==> src/rtl/sha256h_pkg.sv <==
package sha256h_pkg;

  // Payload widths
  localparam int unsigned BYTE_W  = 8;
  localparam int unsigned WORD_W  = 32;
  localparam int unsigned IDX_W   = 3;
  localparam int unsigned COUNT_W = 61;
  localparam int unsigned FILL_W  = 6;
  localparam int unsigned ROUND_W = 6;
  localparam int unsigned BLOCK_W = 512;

  typedef logic [WORD_W-1:0] word_t;

  // Padding constants
  localparam logic [BYTE_W-1:0] PAD_MARK     = 8'h80;
  localparam logic [FILL_W-1:0] LEN_OFFSET   = 6'd56;
  localparam logic [FILL_W-1:0] FILL_LAST    = 6'd63;
  localparam logic [ROUND_W-1:0] ROUND_LAST  = 6'd63;
  localparam logic [IDX_W-1:0]  WORD_IDX_END = 3'd7;

  typedef enum logic [2:0] {
    S_IDLE,
    S_ROUND,
    S_ADD,
    S_PAD,
    S_OUT
  } state_t;

  // Initial chaining words
  localparam word_t IV_TAB [8] = '{
    32'h6a09e667, 32'hbb67ae85, 32'h3c6ef372, 32'ha54ff53a,
    32'h510e527f, 32'h9b05688c, 32'h1f83d9ab, 32'h5be0cd19
  };

  // Round constants
  localparam word_t RC_TAB [64] = '{
    32'h428a2f98, 32'h71374491, 32'hb5c0fbcf, 32'he9b5dba5,
    32'h3956c25b, 32'h59f111f1, 32'h923f82a4, 32'hab1c5ed5,
    32'hd807aa98, 32'h12835b01, 32'h243185be, 32'h550c7dc3,
    32'h72be5d74, 32'h80deb1fe, 32'h9bdc06a7, 32'hc19bf174,
    32'he49b69c1, 32'hefbe4786, 32'h0fc19dc6, 32'h240ca1cc,
    32'h2de92c6f, 32'h4a7484aa, 32'h5cb0a9dc, 32'h76f988da,
    32'h983e5152, 32'ha831c66d, 32'hb00327c8, 32'hbf597fc7,
    32'hc6e00bf3, 32'hd5a79147, 32'h06ca6351, 32'h14292967,
    32'h27b70a85, 32'h2e1b2138, 32'h4d2c6dfc, 32'h53380d13,
    32'h650a7354, 32'h766a0abb, 32'h81c2c92e, 32'h92722c85,
    32'ha2bfe8a1, 32'ha81a664b, 32'hc24b8b70, 32'hc76c51a3,
    32'hd192e819, 32'hd6990624, 32'hf40e3585, 32'h106aa070,
    32'h19a4c116, 32'h1e376c08, 32'h2748774c, 32'h34b0bcb5,
    32'h391c0cb3, 32'h4ed8aa4a, 32'h5b9cca4f, 32'h682e6ff3,
    32'h748f82ee, 32'h78a5636f, 32'h84c87814, 32'h8cc70208,
    32'h90befffa, 32'ha4506ceb, 32'hbef9a3f7, 32'hc67178f2
  };

  function automatic word_t rotr(input word_t x, input int unsigned n);
    rotr = (x >> n) | (x << (WORD_W - n));
  endfunction

  function automatic word_t big_sig0(input word_t x);
    big_sig0 = rotr(x, 2) ^ rotr(x, 13) ^ rotr(x, 22);
  endfunction

  function automatic word_t big_sig1(input word_t x);
    big_sig1 = rotr(x, 6) ^ rotr(x, 11) ^ rotr(x, 25);
  endfunction

  function automatic word_t small_sig0(input word_t x);
    small_sig0 = rotr(x, 7) ^ rotr(x, 18) ^ (x >> 3);
  endfunction

  function automatic word_t small_sig1(input word_t x);
    small_sig1 = rotr(x, 17) ^ rotr(x, 19) ^ (x >> 10);
  endfunction

endpackage

==> src/rtl/sha256_stream_hasher_top.sv <==
// Channel | Dir | tdata                   | tuser              | tlast
// in_     | in  | [7:0] data_byte         | [0] byte_present   | end_of_message
// out_    | out | [31:0] digest_word      | [2:0] word_index   | last_word
//
// A byte word is taken on the in_ handshake; the block is then busy whenever
// it completes a 64-byte block (64 rounds of the one round unit in S_ROUND,
// then S_ADD to fold into the chaining words). An end word adds the padding
// bytes (9 to 72), shifted in by S_PAD, plus the rounds and fold per block so
// closed, then the eight digest words, one per cycle while out_tready is high.
// Reset (rst_n low, synchronous) loads the initial chaining words.
// in_tready is low from acceptance until the work on that word is done.
module sha256_stream_hasher_top
  import sha256h_pkg::*;
(
  input  logic              clk,
  input  logic              rst_n,
  input  logic              in_tvalid,
  output logic              in_tready,
  input  logic [BYTE_W-1:0] in_tdata,   // [7:0] data_byte
  input  logic              in_tuser,   // [0] byte_present
  input  logic              in_tlast,
  output logic              out_tvalid,
  input  logic              out_tready,
  output logic [WORD_W-1:0] out_tdata,  // [31:0] digest_word
  output logic [IDX_W-1:0]  out_tuser,  // [2:0] word_index
  output logic              out_tlast
);

  state_t               state_r, state_nxt;
  logic [BLOCK_W-1:0]   blk_r, blk_nxt;
  logic [FILL_W-1:0]    fill_r, fill_nxt;
  logic [COUNT_W-1:0]   cnt_r, cnt_nxt;
  logic [ROUND_W-1:0]   rnd_r, rnd_nxt;
  logic [IDX_W-1:0]     oidx_r, oidx_nxt;
  logic [IDX_W-1:0]     len_idx_r, len_idx_nxt;
  logic                 fin_r, fin_nxt;
  logic                 mark_r, mark_nxt;
  logic                 len_act_r, len_act_nxt;
  logic                 pad_done_r, pad_done_nxt;
  word_t                h_r [8];
  word_t                h_nxt [8];
  word_t                v_r [8];
  word_t                v_nxt [8];

  logic                 in_fire, out_fire;
  logic                 len_byte;
  logic [BYTE_W-1:0]    pad_byte;
  word_t                w_cur, w_new, t1, t2, ch, maj;

  assign in_fire  = in_tvalid && in_tready;
  assign out_fire = out_tvalid && out_tready;

  // Padding byte choice: marker, zeros, then the bit length high byte first
  assign len_byte = mark_r && (len_act_r || (fill_r == LEN_OFFSET));
  always_comb begin
    if (!mark_r) begin
      pad_byte = PAD_MARK;
    end else if (len_byte) begin
      pad_byte = cnt_r[COUNT_W-1 -: BYTE_W];
    end else begin
      pad_byte = '0;
    end
  end

  // Round unit and rolling schedule
  assign w_cur = blk_r[BLOCK_W-1 -: WORD_W];
  assign ch    = (v_r[4] & v_r[5]) ^ (~v_r[4] & v_r[6]);
  assign maj   = (v_r[0] & v_r[1]) ^ (v_r[0] & v_r[2]) ^ (v_r[1] & v_r[2]);
  assign t1    = v_r[7] + big_sig1(v_r[4]) + ch + RC_TAB[rnd_r] + w_cur;
  assign t2    = big_sig0(v_r[0]) + maj;
  assign w_new = w_cur
               + small_sig0(blk_r[BLOCK_W-WORD_W-1 -: WORD_W])
               + blk_r[BLOCK_W-9*WORD_W-1 -: WORD_W]
               + small_sig1(blk_r[BLOCK_W-14*WORD_W-1 -: WORD_W]);

  // Next state
  always_comb begin
    state_nxt = state_r;
    case (state_r)
      S_IDLE: begin
        if (in_fire) begin
          if (in_tuser && (fill_r == FILL_LAST)) begin
            state_nxt = S_ROUND;
          end else if (in_tlast) begin
            state_nxt = S_PAD;
          end
        end
      end
      S_ROUND: begin
        if (rnd_r == ROUND_LAST) begin
          state_nxt = S_ADD;
        end
      end
      S_ADD: begin
        if (!fin_r) begin
          state_nxt = S_IDLE;
        end else if (pad_done_r) begin
          state_nxt = S_OUT;
        end else begin
          state_nxt = S_PAD;
        end
      end
      S_PAD: begin
        if (fill_r == FILL_LAST) begin
          state_nxt = S_ROUND;
        end
      end
      S_OUT: begin
        if (out_fire && (oidx_r == WORD_IDX_END)) begin
          state_nxt = S_IDLE;
        end
      end
      default: state_nxt = S_IDLE;
    endcase
  end

  // Handshake outputs
  always_comb begin
    in_tready  = (state_r == S_IDLE);
    out_tvalid = (state_r == S_OUT);
    out_tdata  = h_r[oidx_r];
    out_tuser  = oidx_r;
    out_tlast  = (oidx_r == WORD_IDX_END);
  end

  // Datapath updates
  always_comb begin
    blk_nxt      = blk_r;
    fill_nxt     = fill_r;
    cnt_nxt      = cnt_r;
    rnd_nxt      = rnd_r;
    oidx_nxt     = oidx_r;
    len_idx_nxt  = len_idx_r;
    fin_nxt      = fin_r;
    mark_nxt     = mark_r;
    len_act_nxt  = len_act_r;
    pad_done_nxt = pad_done_r;
    h_nxt        = h_r;
    v_nxt        = v_r;
    case (state_r)
      S_IDLE: begin
        if (in_fire) begin
          fin_nxt = in_tlast;
          if (in_tuser) begin
            blk_nxt  = {blk_r[BLOCK_W-BYTE_W-1:0], in_tdata};
            fill_nxt = fill_r + 1'b1;
            cnt_nxt  = cnt_r + 1'b1;
            v_nxt    = h_r;
          end
        end
      end
      S_ROUND: begin
        for (int i = 7; i > 0; i--) begin
          v_nxt[i] = v_r[i-1];
        end
        v_nxt[4] = v_r[3] + t1;
        v_nxt[0] = t1 + t2;
        blk_nxt  = {blk_r[BLOCK_W-WORD_W-1:0], w_new};
        rnd_nxt  = rnd_r + 1'b1;
      end
      S_ADD: begin
        for (int i = 0; i < 8; i++) begin
          h_nxt[i] = h_r[i] + v_r[i];
        end
      end
      S_PAD: begin
        blk_nxt  = {blk_r[BLOCK_W-BYTE_W-1:0], pad_byte};
        fill_nxt = fill_r + 1'b1;
        v_nxt    = h_r;
        mark_nxt = 1'b1;
        if (len_byte) begin
          len_act_nxt = 1'b1;
          cnt_nxt     = cnt_r << BYTE_W;
          len_idx_nxt = len_idx_r + 1'b1;
          if (len_idx_r == WORD_IDX_END) begin
            pad_done_nxt = 1'b1;
          end
        end
      end
      S_OUT: begin
        if (out_fire) begin
          oidx_nxt = oidx_r + 1'b1;
          if (oidx_r == WORD_IDX_END) begin
            // digest delivered: back to the start of a new message
            h_nxt        = IV_TAB;
            cnt_nxt      = '0;
            fill_nxt     = '0;
            fin_nxt      = 1'b0;
            mark_nxt     = 1'b0;
            len_act_nxt  = 1'b0;
            len_idx_nxt  = '0;
            pad_done_nxt = 1'b0;
          end
        end
      end
      default: ;
    endcase
  end

  // Control and chaining registers
  always_ff @(posedge clk) begin
    if (!rst_n) begin
      state_r    <= S_IDLE;
      fill_r     <= '0;
      cnt_r      <= '0;
      rnd_r      <= '0;
      oidx_r     <= '0;
      len_idx_r  <= '0;
      fin_r      <= 1'b0;
      mark_r     <= 1'b0;
      len_act_r  <= 1'b0;
      pad_done_r <= 1'b0;
      h_r        <= IV_TAB;
    end else begin
      state_r    <= state_nxt;
      fill_r     <= fill_nxt;
      cnt_r      <= cnt_nxt;
      rnd_r      <= rnd_nxt;
      oidx_r     <= oidx_nxt;
      len_idx_r  <= len_idx_nxt;
      fin_r      <= fin_nxt;
      mark_r     <= mark_nxt;
      len_act_r  <= len_act_nxt;
      pad_done_r <= pad_done_nxt;
      h_r        <= h_nxt;
    end
  end

  // Block window and working words
  always_ff @(posedge clk) begin
    blk_r <= blk_nxt;
    v_r   <= v_nxt;
  end

endmodule
==> config.mk <==
export PLATFORM = sky130hd
export DESIGN_NAME = sha256_stream_hasher_top
export DESIGN_NICKNAME = d
export VERILOG_FILES = /design/src/rtl/sha256h_pkg.sv /design/src/rtl/sha256_stream_hasher_top.sv
export SDC_FILE = /design/constraint.sdc
export NUM_CORES = 2
export LEC_CHECK = 0
export BUFFER_PORTS_ARGS = -buffer_cell sky130_fd_sc_hd__buf_2
export CELL_PAD_IN_SITES_DETAIL_PLACEMENT = 0
export CELL_PAD_IN_SITES_GLOBAL_PLACEMENT = 1
export CORE_MARGIN = 3
export CORE_UTILIZATION = 55
export DETAILED_ROUTE_END_ITERATION = 16
export PLACE_DENSITY_LB_ADDON = 0.1
export SYNTH_ARGS = -nofsm -noshare
export SYNTH_HDL_FRONTEND = slang
export SYNTH_SLANG_ARGS = --single-unit
==> constraint.sdc <==
create_clock -name clk -period 108.9 [get_ports clk]
set_clock_uncertainty 0.1 [all_clocks]
set_input_delay 21.78 -clock clk [delete_from_list [all_inputs] [get_ports clk]]
set_output_delay 21.78 -clock clk [all_outputs]
set_load 0.02 [all_outputs]
==> summary.md <==
| Metric | Value |
|---|---|
| Yosys cell types | `97` |
| Final Net Count | `just under 9000` |
| Synth Cell Area | `75580 um2` |
| Initial drt markers | `6804` |
| RSZ-0062 raised after global routing | `no` |
| Die height | `376.7 um` |
| Global-route wire length before repair | `355.5 mm` |
| Worst Path Arrival | `around 3600 ps` |
| Post-synthesis mux area share | `3.289%` |
| CTS max path bufs | `3` |
| Starting Density | `55.59%` |
| CTS tree | `done` |
| Largest net degree at the start of global routing | `199` |
| Synth Register Bits | `1110` |
| Max FO, Critical Path | `40` |
| H-tree depth | `4` |
| Total setup buffers inserted after CTS | `0` |
| Area Overhead vs Synth | `7.630%` |
| Synth Area in Compound Gates | `~15%` |
| Initial antenna violation count | `8` |
| Main synth FF type | `edfxtp_1` |
| Core area | `136000 um2` |
| MaxCap Viol Count | `0` |
| Skew-Pair Late Insertion Delay | `760 ps` |
| Clock root buffer master | `clkbuf_16` |
| Vias per inst | `between 6 and 7` |
| Antenna Nets Post-Route | `0` |
| Worst Path Required | `87020 ps` |
| Yosys top cell area share | `a little under a third` |
| Clock Sink Count | `1110` |
| DIE AREA | `around 140000 um2` |
| Final Hold Vio Count | `0` |
| Startpoint type of the worst setup path | `flip-flop` |
| Crit Path Class | `flip-flop to output port` |
| Layout cell share with drive strength beyond 1 | `under 10%` |
| Sequential fraction of the synthesis area | `39.57%` |
| Top cells by area, synth | `edfxtp_1 31%, nand2_1 12%, dfxtp_1 9.1%` |
| Die Width | `around 380 um` |
| Critical path capture point type | `output port` |
| Worst Tran Pin Value | `1246 ps` |
| Status | `completed` |
| Synth Area in Adders | `about an eighth` |
| Slew HR | `between 15 and 20%` |
| Largest family of logic cells by synthesized area | `simple AND/OR/NAND/NOR gates` |
| Vias in the first global route | `58720` |
| Async S/R FF share, synth | `0%` |
| Clock-pin transition on the worst setup and hold timing paths | `60 ps` |
| Crit path cell chain | `buf_4, mux4_2, mux2_2, buf_2` |
| Most common cell after layout, fill and taps aside | `nand2_1` |
| Cell taking the most area after synthesis | `edfxtp_1` |
| Setup TNS | `0 ps` |
| Hold/Removal Path Class | `flip-flop to flip-flop` |
| Final WS setup | `around 83000 ps` |
| DR DRC count | `0` |
| Fmax | `~39 MHz` |
| Cts hold-fix bufs | `0` |
| Row count | `135` |
| Gpl congestion | `0.9864` |
| DRT Pass-1 Iters | `6` |
| Slew Viols, Final | `0` |
| Syn_nets | `approximately 9200` |
| Vias | `61720` |
| Drt wl/cell | `23.07 um` |
| Gr ovfl total | `0` |
| Dpl ws | `83210 ps` |
| GRT Util Overall | `32.66%` |
| Mapped Avg Cell Area | `slightly below 9 um2` |
| Post-synth EDFFs | `768` |
| Hpwl dp | `between 150 and 200 mm` |
| Post-Synth XOR/XNOR Area | `under 10%` |
| WP buf/inv | `2` |
| Period minus WS final | `25500 ps` |
| Final period utilization | `around a quarter` |
| Setup violations, final | `0` |
| Max incr delay on CP | `790 ps` |
| Most frequent cells in the layout | `2369 x nand2_1, 768 x edfxtp_1, 476 x o21ai_0` |
| Hold_ws | `368.6 ps` |
| Ports | `52` |
| Cells after synthesis | `around 8500` |
| Ys Warns | `0` |
| CTS Buf Count | `132` |
| Cell family contributing the most delay on the critical path | `multiplexers` |
| Resize count post-CTS | `0` |
| Simple-gate share of the synthesized area | `18.43%` |
| Buffers on Ports | `51` |
| Slowest-stage cell, CP | `buf_4` |
| DRT Wirelength | `approximately 240 mm` |
==> worst register-to-register path, delay by kind of cell, from the launching register on <==
family	cells	cell delay, ps
flip-flops	1	300
AO/OA/AOI/OAI	15	3830
AND/OR/NAND/NOR	3	740
buffers and inverters	2	960
XOR/XNOR	3	1170
adder cells (fa/ha/maj)	7	3010
multiplexers	1	640
==> sequential cells by signal (all words and copies together) (netlist names) <==
register	count
pad_done_r	1
rnd_r	6
cnt_r	61
blk_r	512
v_r	256
h_r	256
mark_r	1
len_act_r	1
state_r	3
fin_r	1
len_idx_r	3
out_tuser	3
fill_r	6
==> cells in the mapped netlist (37+ instances only) <==
cell type / count
o22ai_1: 100
xnor2_1: 404
nor3_1: 89
nand2_1: 2373
fa_1: 195
inv_1: 432
nand2b_1: 50
a22oi_1: 83
and3_1: 41
ha_1: 404
clkbuf_1: 469
edfxtp_1: 768
xor2_1: 205
and2_1: 53
nand4_1: 39
mux2i_1: 38
nand3_1: 122
o211ai_1: 37
nor2_1: 321
nor2b_1: 123
o21bai_1: 57
dfxtp_1: 342
a21o_1: 154
mux4_2: 72
a211oi_1: 47
mux2_2: 43
o21ai_0: 478
a31oi_1: 54
a21oi_1: 446
o21a_1: 57
==> final timing paths <==
kind | slack [ps] | depth (start not counted) | to | from
worst max-delay path | 83400 | 4 | out_tdata[12] | out_tuser[0]
worst min-delay path | 370 | 1 | h_r[191] | h_r[191]
worst max register to register | 97900 | 31 | v_r[255] | rnd_r[0]
worst min register to register | 370 | 1 | h_r[191] | h_r[191]
==> routing by layer <==
metal  share of wire, %  GRT usage, %
met2                 44         49.21
met5             0.0055             0
met3                8.2         4.419
met1                 44         47.35
met4                4.4         13.74
==> final cells by class <==
| type | count | area (um2) |
|---|---|---|
| multi-input cells | 6493 | 42230 |
| inverters | 436 | 1637 |
| clock buffers | 183 | 3690 |
| repair buffers | 126 | 877.1 |
| clock inverters | 59 | 750.7 |
| diodes | 3 | 7.507 |
| well taps | 1781 | 2228 |
| flip-flops and latches | 1110 | 29930 |
| fillers | 11940 | 54620 |
==> cells by family (layout without fill, tap and decap cells) <==
group           count (synthesis)  in the layout
flops                        1110           1110
compound gates               1772           1772
simple gates                 3330           3330
other cells                     0              3
fa+ha+maj                     629            629
xor+xnor                      609            609
mux                           153            153
buf+inv                       940            804
==> per-stage QoR <==
| step | utilization, % | cells | area [um2] |
|---|---|---|---|
| 2_1_floorplan | - | 8543 | 75590 |
| 3_3_place_gp | 56.56 | 9946 | 76900 |
| 3_5_place_dp | 56.56 | 9946 | 76900 |
| 4_1_cts | 59.82 | 10190 | 81340 |
| 5_1_grt | 59.82 | 10190 | 81340 |
| 6_report | 59.83 | 10190 | 81350 |
Power is left out: the tool's default activity adds up to more than one toggle a clock period on the data nets, which glitch-free logic cannot reach.
